## config.mk

```make
export PLATFORM = sky130hd
export DESIGN_NAME = sync_word_length_prefixed_deframer_top
export DESIGN_NICKNAME = d
export VERILOG_FILES = /design/src/hdl/swd_pkg.sv /design/src/hdl/swd_parser.sv /design/src/hdl/swd_out_stage.sv /design/src/hdl/sync_word_length_prefixed_deframer_top.sv
export SDC_FILE = /design/constraint.sdc
export NUM_CORES = 1
export LEC_CHECK = 0
export BUFFER_PORTS_ARGS = -buffer_cell sky130_fd_sc_hd__buf_4
export CORE_MARGIN = 2
export CORE_UTILIZATION = 33
export CTS_CLUSTER_DIAMETER = 200
export DETAILED_ROUTE_END_ITERATION = 10
export GPL_TIMING_DRIVEN = 0
export HOLD_SLACK_MARGIN = 0.06
export PLACE_DENSITY_LB_ADDON = 0.15
export SETUP_SLACK_MARGIN = 0.05
export SYNTH_ARGS = -nofsm -noshare
export SYNTH_HDL_FRONTEND = slang
export SYNTH_SLANG_ARGS = --single-unit
```

## constraint.sdc

```tcl
create_clock -name i_clk -period 5.17 [get_ports i_clk]
set_input_delay 0.517 -clock i_clk [delete_from_list [all_inputs] [get_ports i_clk]]
set_output_delay 0.517 -clock i_clk [all_outputs]
set_load 0.05 [all_outputs]
```

## src/hdl/swd_pkg.sv

```systemverilog
// Package for the sync-word deframer: sync length, phase and kind codes,
// and the result record type. Used by every module of the block.
`default_nettype none
package swd_pkg;

    localparam int SYNC_BYTES  = 8;
    localparam int SYNC_CNT_W  = (SYNC_BYTES > 1) ? $clog2(SYNC_BYTES) : 1;
    localparam int SYNC_W      = 64;

    localparam logic [2:0] PH_HUNT   = 3'd0;
    localparam logic [2:0] PH_ID_HI  = 3'd1;
    localparam logic [2:0] PH_ID_LO  = 3'd2;
    localparam logic [2:0] PH_LEN_HI = 3'd3;
    localparam logic [2:0] PH_LEN_LO = 3'd4;
    localparam logic [2:0] PH_DATA   = 3'd5;

    localparam logic [1:0] KIND_DATA       = 2'd0;
    localparam logic [1:0] KIND_EMPTY      = 2'd1;
    localparam logic [1:0] KIND_STREAM_ERR = 2'd2;

    typedef struct packed {
        logic [15:0] byte_index;
        logic [7:0]  payload_byte;
        logic [15:0] packet_id;
        logic [1:0]  kind;
        logic        last;
    } t_result;

endpackage
`default_nettype wire

```

## src/hdl/swd_parser.sv

```systemverilog
// Deframer parse state: sync hunt, id and length capture, payload indexing.
// Depends on swd_pkg.
`default_nettype none
module swd_parser (
    input  wire logic                          i_clk,
    input  wire logic                          i_rst_n,
    input  wire logic [swd_pkg::SYNC_W-1:0]    i_sync_word,
    input  wire logic                          i_valid,
    input  wire logic [7:0]                    i_byte,
    input  wire logic                          i_err,
    input  wire logic                          i_advance,
    output logic                               o_has_result,
    output swd_pkg::t_result                   o_result
);

    logic [2:0]                     r_phase, n_phase;
    logic [swd_pkg::SYNC_CNT_W-1:0] r_match, n_match;
    logic [15:0]                    r_id, n_id;
    logic [15:0]                    r_len, n_len;
    logic [15:0]                    r_done, n_done;
    logic [swd_pkg::SYNC_CNT_W-1:0] w_sel;
    logic [7:0]                     w_expect;
    logic [16:0]                    w_idx_inc;
    logic                           w_last;
    logic                           w_has;
    swd_pkg::t_result               w_res;

    assign w_sel     = swd_pkg::SYNC_CNT_W'(swd_pkg::SYNC_BYTES - 1) - r_match;
    assign w_expect  = i_sync_word[{w_sel, 3'b000} +: 8];
    assign w_idx_inc = {1'b0, r_done} + 17'd1;
    assign w_last    = (w_idx_inc >= {1'b0, r_len});

    always_comb begin
        n_phase = r_phase;
        n_match = r_match;
        n_id    = r_id;
        n_len   = r_len;
        n_done  = r_done;
        w_has   = 1'b0;
        w_res   = '0;
        if (i_err) begin
            w_has      = 1'b1;
            w_res.kind = swd_pkg::KIND_STREAM_ERR;
            w_res.last = 1'b1;
            if (r_phase == swd_pkg::PH_LEN_HI || r_phase == swd_pkg::PH_LEN_LO ||
                r_phase == swd_pkg::PH_DATA) begin
                w_res.packet_id = r_id;
            end
            n_phase = swd_pkg::PH_HUNT;
            n_match = '0;
        end else begin
            unique case (r_phase)
                swd_pkg::PH_ID_HI: begin
                    n_id    = {i_byte, 8'h00};
                    n_phase = swd_pkg::PH_ID_LO;
                end
                swd_pkg::PH_ID_LO: begin
                    n_id    = {r_id[15:8], i_byte};
                    n_phase = swd_pkg::PH_LEN_HI;
                end
                swd_pkg::PH_LEN_HI: begin
                    n_len   = {i_byte, 8'h00};
                    n_phase = swd_pkg::PH_LEN_LO;
                end
                swd_pkg::PH_LEN_LO: begin
                    n_len  = {r_len[15:8], i_byte};
                    n_done = '0;
                    if ({r_len[15:8], i_byte} == 16'd0) begin
                        w_has           = 1'b1;
                        w_res.kind      = swd_pkg::KIND_EMPTY;
                        w_res.packet_id = r_id;
                        w_res.last      = 1'b1;
                        n_phase         = swd_pkg::PH_HUNT;
                        n_match         = '0;
                    end else begin
                        n_phase = swd_pkg::PH_DATA;
                    end
                end
                swd_pkg::PH_DATA: begin
                    w_has              = 1'b1;
                    w_res.kind         = swd_pkg::KIND_DATA;
                    w_res.packet_id    = r_id;
                    w_res.payload_byte = i_byte;
                    w_res.byte_index   = r_done;
                    w_res.last         = w_last;
                    n_done             = w_idx_inc[15:0];
                    if (w_last) begin
                        n_phase = swd_pkg::PH_HUNT;
                        n_match = '0;
                    end
                end
                default: begin
                    // hunt; unused codes hunt too, from a zero match count
                    n_phase = swd_pkg::PH_HUNT;
                    if (r_phase == swd_pkg::PH_HUNT && i_byte == w_expect) begin
                        if (r_match == swd_pkg::SYNC_CNT_W'(swd_pkg::SYNC_BYTES - 1)) begin
                            n_match = '0;
                            n_phase = swd_pkg::PH_ID_HI;
                        end else begin
                            n_match = r_match + swd_pkg::SYNC_CNT_W'(1);
                        end
                    end else if (r_phase != swd_pkg::PH_HUNT &&
                                 i_byte == i_sync_word[8*(swd_pkg::SYNC_BYTES-1) +: 8]) begin
                        if (swd_pkg::SYNC_BYTES == 1) begin
                            n_match = '0;
                            n_phase = swd_pkg::PH_ID_HI;
                        end else begin
                            n_match = swd_pkg::SYNC_CNT_W'(1);
                        end
                    end else begin
                        n_match = '0;
                    end
                end
            endcase
        end
    end

    always_ff @(posedge i_clk) begin
        if (!i_rst_n) begin
            r_phase <= swd_pkg::PH_HUNT;
            r_match <= '0;
            r_id    <= '0;
            r_len   <= '0;
            r_done  <= '0;
        end else if (i_valid && i_advance) begin
            r_phase <= n_phase;
            r_match <= n_match;
            r_id    <= n_id;
            r_len   <= n_len;
            r_done  <= n_done;
        end
    end

    assign o_has_result = i_valid && w_has;
    assign o_result     = w_res;

endmodule
`default_nettype wire

```

## src/hdl/swd_out_stage.sv

```systemverilog
// Result register of the deframer: holds one result item until taken.
// Depends on swd_pkg.
`default_nettype none
module swd_out_stage (
    input  wire logic               i_clk,
    input  wire logic               i_rst_n,
    input  wire logic               i_load,
    input  wire swd_pkg::t_result   i_result,
    input  wire logic               i_ready,
    output logic                    o_valid,
    output logic                    o_free,
    output swd_pkg::t_result        o_result
);

    logic             r_valid;
    swd_pkg::t_result r_result;

    assign o_free = !r_valid || i_ready;

    always_ff @(posedge i_clk) begin
        if (!i_rst_n) begin
            r_valid <= 1'b0;
        end else if (i_load) begin
            r_valid <= 1'b1;
        end else if (i_ready) begin
            r_valid <= 1'b0;
        end
    end

    always_ff @(posedge i_clk) begin
        if (i_load) begin
            r_result <= i_result;
        end
    end

    assign o_valid  = r_valid;
    assign o_result = r_result;

endmodule
`default_nettype wire

```

## src/hdl/sync_word_length_prefixed_deframer_top.sv

```systemverilog
// Sync-word, length-prefixed deframer top level: input register, parser,
// result register and sync word register. Depends on swd_pkg, swd_parser,
// swd_out_stage.
//
// Use: bytes enter on the slave stream (tdata = byte, tuser = read error
// flag). The block hunts for the sync word, most significant byte first,
// then takes a big-endian packet id and length and emits one result item
// per payload byte on the master stream; an empty packet or a stream error
// gives a single error item with tlast set.
// The sync word is written on the cfg channel, which is always ready; write
// it only while the block is idle.
// A result passes the input register, then the result register, before it is
// valid on the master stream. Throughput: one byte per cycle, set by the
// combinational parse step between the two registers, unless the receiver stalls.
// A stalled receiver holds the result register; bytes that make no result
// keep flowing, and the next byte that makes a result waits in the input
// register, which drops tready.
// Reset: clears the parse state to sync hunt, the sync word to zero and
// both registers to empty.
`default_nettype none
module sync_word_length_prefixed_deframer_top (
    input  wire logic        i_clk,
    input  wire logic        i_rst_n,
    input  wire logic        i_cfg_valid,
    output logic             o_cfg_ready,
    input  wire logic [63:0] i_cfg_data,
    input  wire logic        i_s_tvalid,
    output logic             o_s_tready,
    input  wire logic [7:0]  i_s_tdata,   // rx_byte
    input  wire logic        i_s_tuser,   // rx_error
    output logic             o_m_tvalid,
    input  wire logic        i_m_tready,
    output logic [39:0]      o_m_tdata,   // packet_id, payload_byte, byte_index
    output logic [1:0]       o_m_tuser,   // kind
    output logic             o_m_tlast
);

    logic [swd_pkg::SYNC_W-1:0] r_sync_word;
    logic                       r_in_valid;
    logic [7:0]                 r_in_byte;
    logic                       r_in_err;
    logic                       w_advance;
    logic                       w_has_result;
    logic                       w_out_free;
    swd_pkg::t_result           w_result;
    swd_pkg::t_result           w_out;

    assign o_cfg_ready = 1'b1;

    always_ff @(posedge i_clk) begin
        if (!i_rst_n) begin
            r_sync_word <= '0;
        end else if (i_cfg_valid) begin
            r_sync_word <= i_cfg_data;
        end
    end

    assign w_advance  = r_in_valid && (w_out_free || !w_has_result);
    assign o_s_tready = !r_in_valid || w_advance;

    always_ff @(posedge i_clk) begin
        if (!i_rst_n) begin
            r_in_valid <= 1'b0;
        end else if (o_s_tready) begin
            r_in_valid <= i_s_tvalid;
        end
    end

    always_ff @(posedge i_clk) begin
        if (i_s_tvalid && o_s_tready) begin
            r_in_byte <= i_s_tdata;
            r_in_err  <= i_s_tuser;
        end
    end

    swd_parser u_parser (
        .i_clk        (i_clk),
        .i_rst_n      (i_rst_n),
        .i_sync_word  (r_sync_word),
        .i_valid      (r_in_valid),
        .i_byte       (r_in_byte),
        .i_err        (r_in_err),
        .i_advance    (w_advance),
        .o_has_result (w_has_result),
        .o_result     (w_result)
    );

    swd_out_stage u_out (
        .i_clk    (i_clk),
        .i_rst_n  (i_rst_n),
        .i_load   (w_advance && w_has_result),
        .i_result (w_result),
        .i_ready  (i_m_tready),
        .o_valid  (o_m_tvalid),
        .o_free   (w_out_free),
        .o_result (w_out)
    );

    assign o_m_tdata = {w_out.byte_index, w_out.payload_byte, w_out.packet_id};
    assign o_m_tuser = w_out.kind;
    assign o_m_tlast = w_out.last;

    a_in_hold: assert property (@(posedge i_clk) disable iff (!i_rst_n)
        r_in_valid && !w_advance |=> r_in_valid && $stable(r_in_byte) && $stable(r_in_err))
        else $error("input register lost a waiting item");

    a_err_last: assert property (@(posedge i_clk) disable iff (!i_rst_n)
        o_m_tvalid && o_m_tuser != swd_pkg::KIND_DATA |-> o_m_tlast)
        else $error("error result without last mark");

    a_err_zero: assert property (@(posedge i_clk) disable iff (!i_rst_n)
        o_m_tvalid && o_m_tuser != swd_pkg::KIND_DATA |-> o_m_tdata[39:16] == 24'd0)
        else $error("error result carries payload fields");

    a_kind_code: assert property (@(posedge i_clk) disable iff (!i_rst_n)
        o_m_tvalid |-> o_m_tuser == swd_pkg::KIND_DATA || o_m_tuser == swd_pkg::KIND_EMPTY ||
                       o_m_tuser == swd_pkg::KIND_STREAM_ERR)
        else $error("result kind out of range");

endmodule
`default_nettype wire

```

==> impl_metrics.tcl <==
set metrics [dict create \
    rsz0062_at_grt "false" \
    die_area_um2 26300 \
    cts_buffers 17 \
    whs_path_depth 1 \
    cp.required_ns 5.50 \
    drcViolationCount 0 \
    io_buffers 121 \
    highest_layer "met4" \
    multiInputGateArea_um2 3960 \
    synthArstFlopShare_pct 0 \
    numClockSinks 172 \
    antenna_found_initial 0 \
    worst_slew_pin_slew_ns 0.891 \
    clock_latency_ns 0.43 \
    synth_ff_type "dfxtp_1" \
    hp-class "primary input to register" \
    grt_pass1_vias 5951 \
    syn_nets 877 \
    detailedPlace.worstSlack_ns 0.938 \
    reg2reg_slack_ns 0.92 \
    p_per_area_nw_per_um2 293 \
    clkTransAtPathRegs_ns 0.07 \
    synth_top_area_share_pct 29.1 \
    r2r_cells 14 \
    wirelength_mm 21.2 \
    n_antenna_cell 0 \
    area_growth_pct 23.4 \
    clock_skew_ns 0.00800 \
    setup_tns_ns 0 \
    fill_cells 2464 \
    vias_per_cell 4.79 \
    finalSetupViolCount 0 \
    wirelength_met1_mm 9.80 \
    ioPinCount 124 \
    drive_gt1_share_pct 20.7 \
    wl_met2_mm 10.1 \
    vias 6018 \
    relSlewSlack_pct 40.1 \
    htreeDepth 4 \
    irDropWorstVdd_mv 0.163 \
    cp.arrival_ns 4.58 \
    cap_violations 0 \
    reg2reg_to "u_parser.r_match[1]" \
    start_kind "register" \
    syn-cell-area_um2 8270 \
    gp_congestion 0.838 \
    seq_area_um2 3960 \
    final_area_um2 10200 \
    synth_top_cell_by_area "dfxtp_1" \
    cts_hold_buf 0 \
    post-cts-setup-buffers 0 \
    detail-route-antenna-nets 0 \
    min_to "r_in_err" \
    dpl.hpwl_mm 15.4 \
    syn-mean-instance-area_um2 10.6 \
    path_class "register to register" \
    status "finished clean" \
    ys_seq_elements 172 \
    coreArea_um2 24500 \
    worst-path-stages 14 \
    layout_min_cycle_time_ns 4.25 \
    path_common_cell "nand3_1" \
    die_y_um 162 \
    post_dp_cell_area_um2 9610 \
    wl_per_cell_um 16.9 \
    synth_area_leaders "dfxtp_1 29%, edfxtp_1 19%, mux2i_1 9.7%" \
    cts_tree "yes" \
    final_nets 1018 \
    yosysWarnings 0 \
    path_cells "ha_1 > nand3_1 > nor2_1 > nand3_1 > xnor2_1 > ha_1 > and4_1 > and3_1 > o221ai_1 > nand3_1 > nor4_1 > clkbuf_1 > nor4b_4 > a31o_1" \
    slowest_stage "nor4_1" \
    cp-end-kind "register" \
    worstPathMaxFanout 10 \
    leakage_nw 3.88 \
    crit_buf_inv 1 \
    fp-row-count 57 \
    drt_iter0_markers 267 \
    ctsRootBufferMaster "clkbuf_16" \
    critical_path.top_delay_family "simple AND/OR/NAND/NOR gates" \
    r2r-start "u_parser.r_done[0]" \
    drt_first_pass_iters 5 \
    drv_slew 0 \
    route.met3.wl_um 821 \
    synth.distinct_cells 58 \
    max_freq_mhz 235 \
    grt_max_degree 36 \
    post_cts_resized 0 \
    overflow 0 \
    grt_usage_pct 16.5 \
    hold_viol 0 \
    synth_cells 779 \
    grt_pass1_wl_mm 33.2 \
    ys_seq_area_share_pct 47.9 \
    cp_slowest_stage_delay_ns 0.59 \
    period_share_pct 82.2 \
    fin_ws_ns 0.922 \
    initial_utilization_pct 33.8 \
    worstHoldStart "i_s_tuser" \
    clock_path_buffers 2 \
    fp.dieW_um 162 \
    synth-edff-count 52 \
]
## cells in the mapped netlist, drive strengths merged (18+ instances only)
cell    count
inv        21
mux2i      80
nand3      48
and2       25
edfxtp     52
clkbuf     24
nor2       18
a21boi     39
nand2      49
buf        28
nor2b      97
dfxtp     120
ha         20
## placed cells by master (no fill, tap or decap), types with 11 or more instances in the layout
cell type	n
xnor2_1	17
nand3_1	48
xor2_1	12
buf_2	12
and2_1	25
clkbuf_1	24
nand2_1	49
ha_1	20
mux2i_1	80
nor2b_1	96
a21boi_1	18
nor2_1	17
buf_4	127
inv_1	21
a21oi_1	11
dfxtp_1	120
edfxtp_1	52
clkbuf_16	17
a22oi_1	12
a21boi_0	21
## where the power goes
group	total (mW)	switching (mW)	internal, mW
registers	1.45	0.0211	1.43
logic	0.245	0.129	0.115
clock network	1.30	0.604	0.692
## sequential cells by signal (all words and copies together) (netlist names)
signal and count:
u_parser.r_done 16, u_parser.r_phase 3, u_parser.r_match 3, r_in_err 1, u_out.o_valid 1, r_in_byte 8
r_in_valid 1, u_out.o_result 43, r_sync_word 64, u_parser.r_id 16, u_parser.r_len 16
## layout make-up
type / instances / share of cell area (%)
Clock inverter: 15 / 1.66
Tap cell: 324 / 3.97
Buffer: 52 / 2.66
Multi-Input combinational cell: 534 / 38.8
Clock buffer: 17 / 4.17
Timing Repair Buffer: 122 / 9.10
Sequential cell: 172 / 38.8
Inverter: 21 / 0.772
## cell families after synthesis
kind of cell             synth area share (%)
AO/OA/AOI/OAI                            8.87
XOR/XNOR                                 3.07
adder cells (fa/ha/maj)                  3.03
buffers and inverters                    4.24
flip-flops                               47.9
multiplexers                             12.6
other                                  0.0453
AND/OR/NAND/NOR                          20.2
## metrics by stage
stage | cells | power [mW] | hold slack, ns | utilization (%)
after floorplan | 779 | 1.62 | 0.424 | -
after global placement | 1224 | 1.72 | 0.430 | 39.2
after detailed placement | 1225 | 1.73 | 0.436 | 39.3
after CTS | 1257 | 3.03 | 0.241 | 41.7
after global routing | 1257 | 3.10 | 0.247 | 41.7
final | 1257 | 2.99 | 0.260 | 41.7
## worst max-delay path by stage
stage                       startpoint             endpoint  slack (ns)
global placement          r_in_byte[6]   u_out.o_result[33]        0.06
CTS                 u_parser.r_done[0]  u_parser.r_match[1]        0.91
finish              u_parser.r_done[0]  u_parser.r_match[1]        0.92
floorplan                 r_in_byte[3]    u_out.o_result[0]        1.18
detailed placement  u_parser.r_done[0]  u_parser.r_match[1]        0.94
global route        u_parser.r_done[0]  u_parser.r_match[1]        0.59
## per-layer routing
metal	vias up	track usage, %
met4	0	5.95
met3	21	2.66
met5	-	0
met1	2807	21.8
li1	3041	-
met2	149	27.5
## worst reg2reg max path: stages (launching register included)
cell and delay [ns]:
dfxtp_1 0.47, ha_1 0.29, nand3_1 0.10, nor2_1 0.42, nand3_1 0.23, xnor2_1 0.26
ha_1 0.28, and4_1 0.23, and3_1 0.18, o221ai_1 0.16, nand3_1 0.17, nor4_1 0.59
clkbuf_1 0.43, nor4b_4 0.11, a31o_1 0.24
No activity file was read; power rests on OpenSTA's default activity.
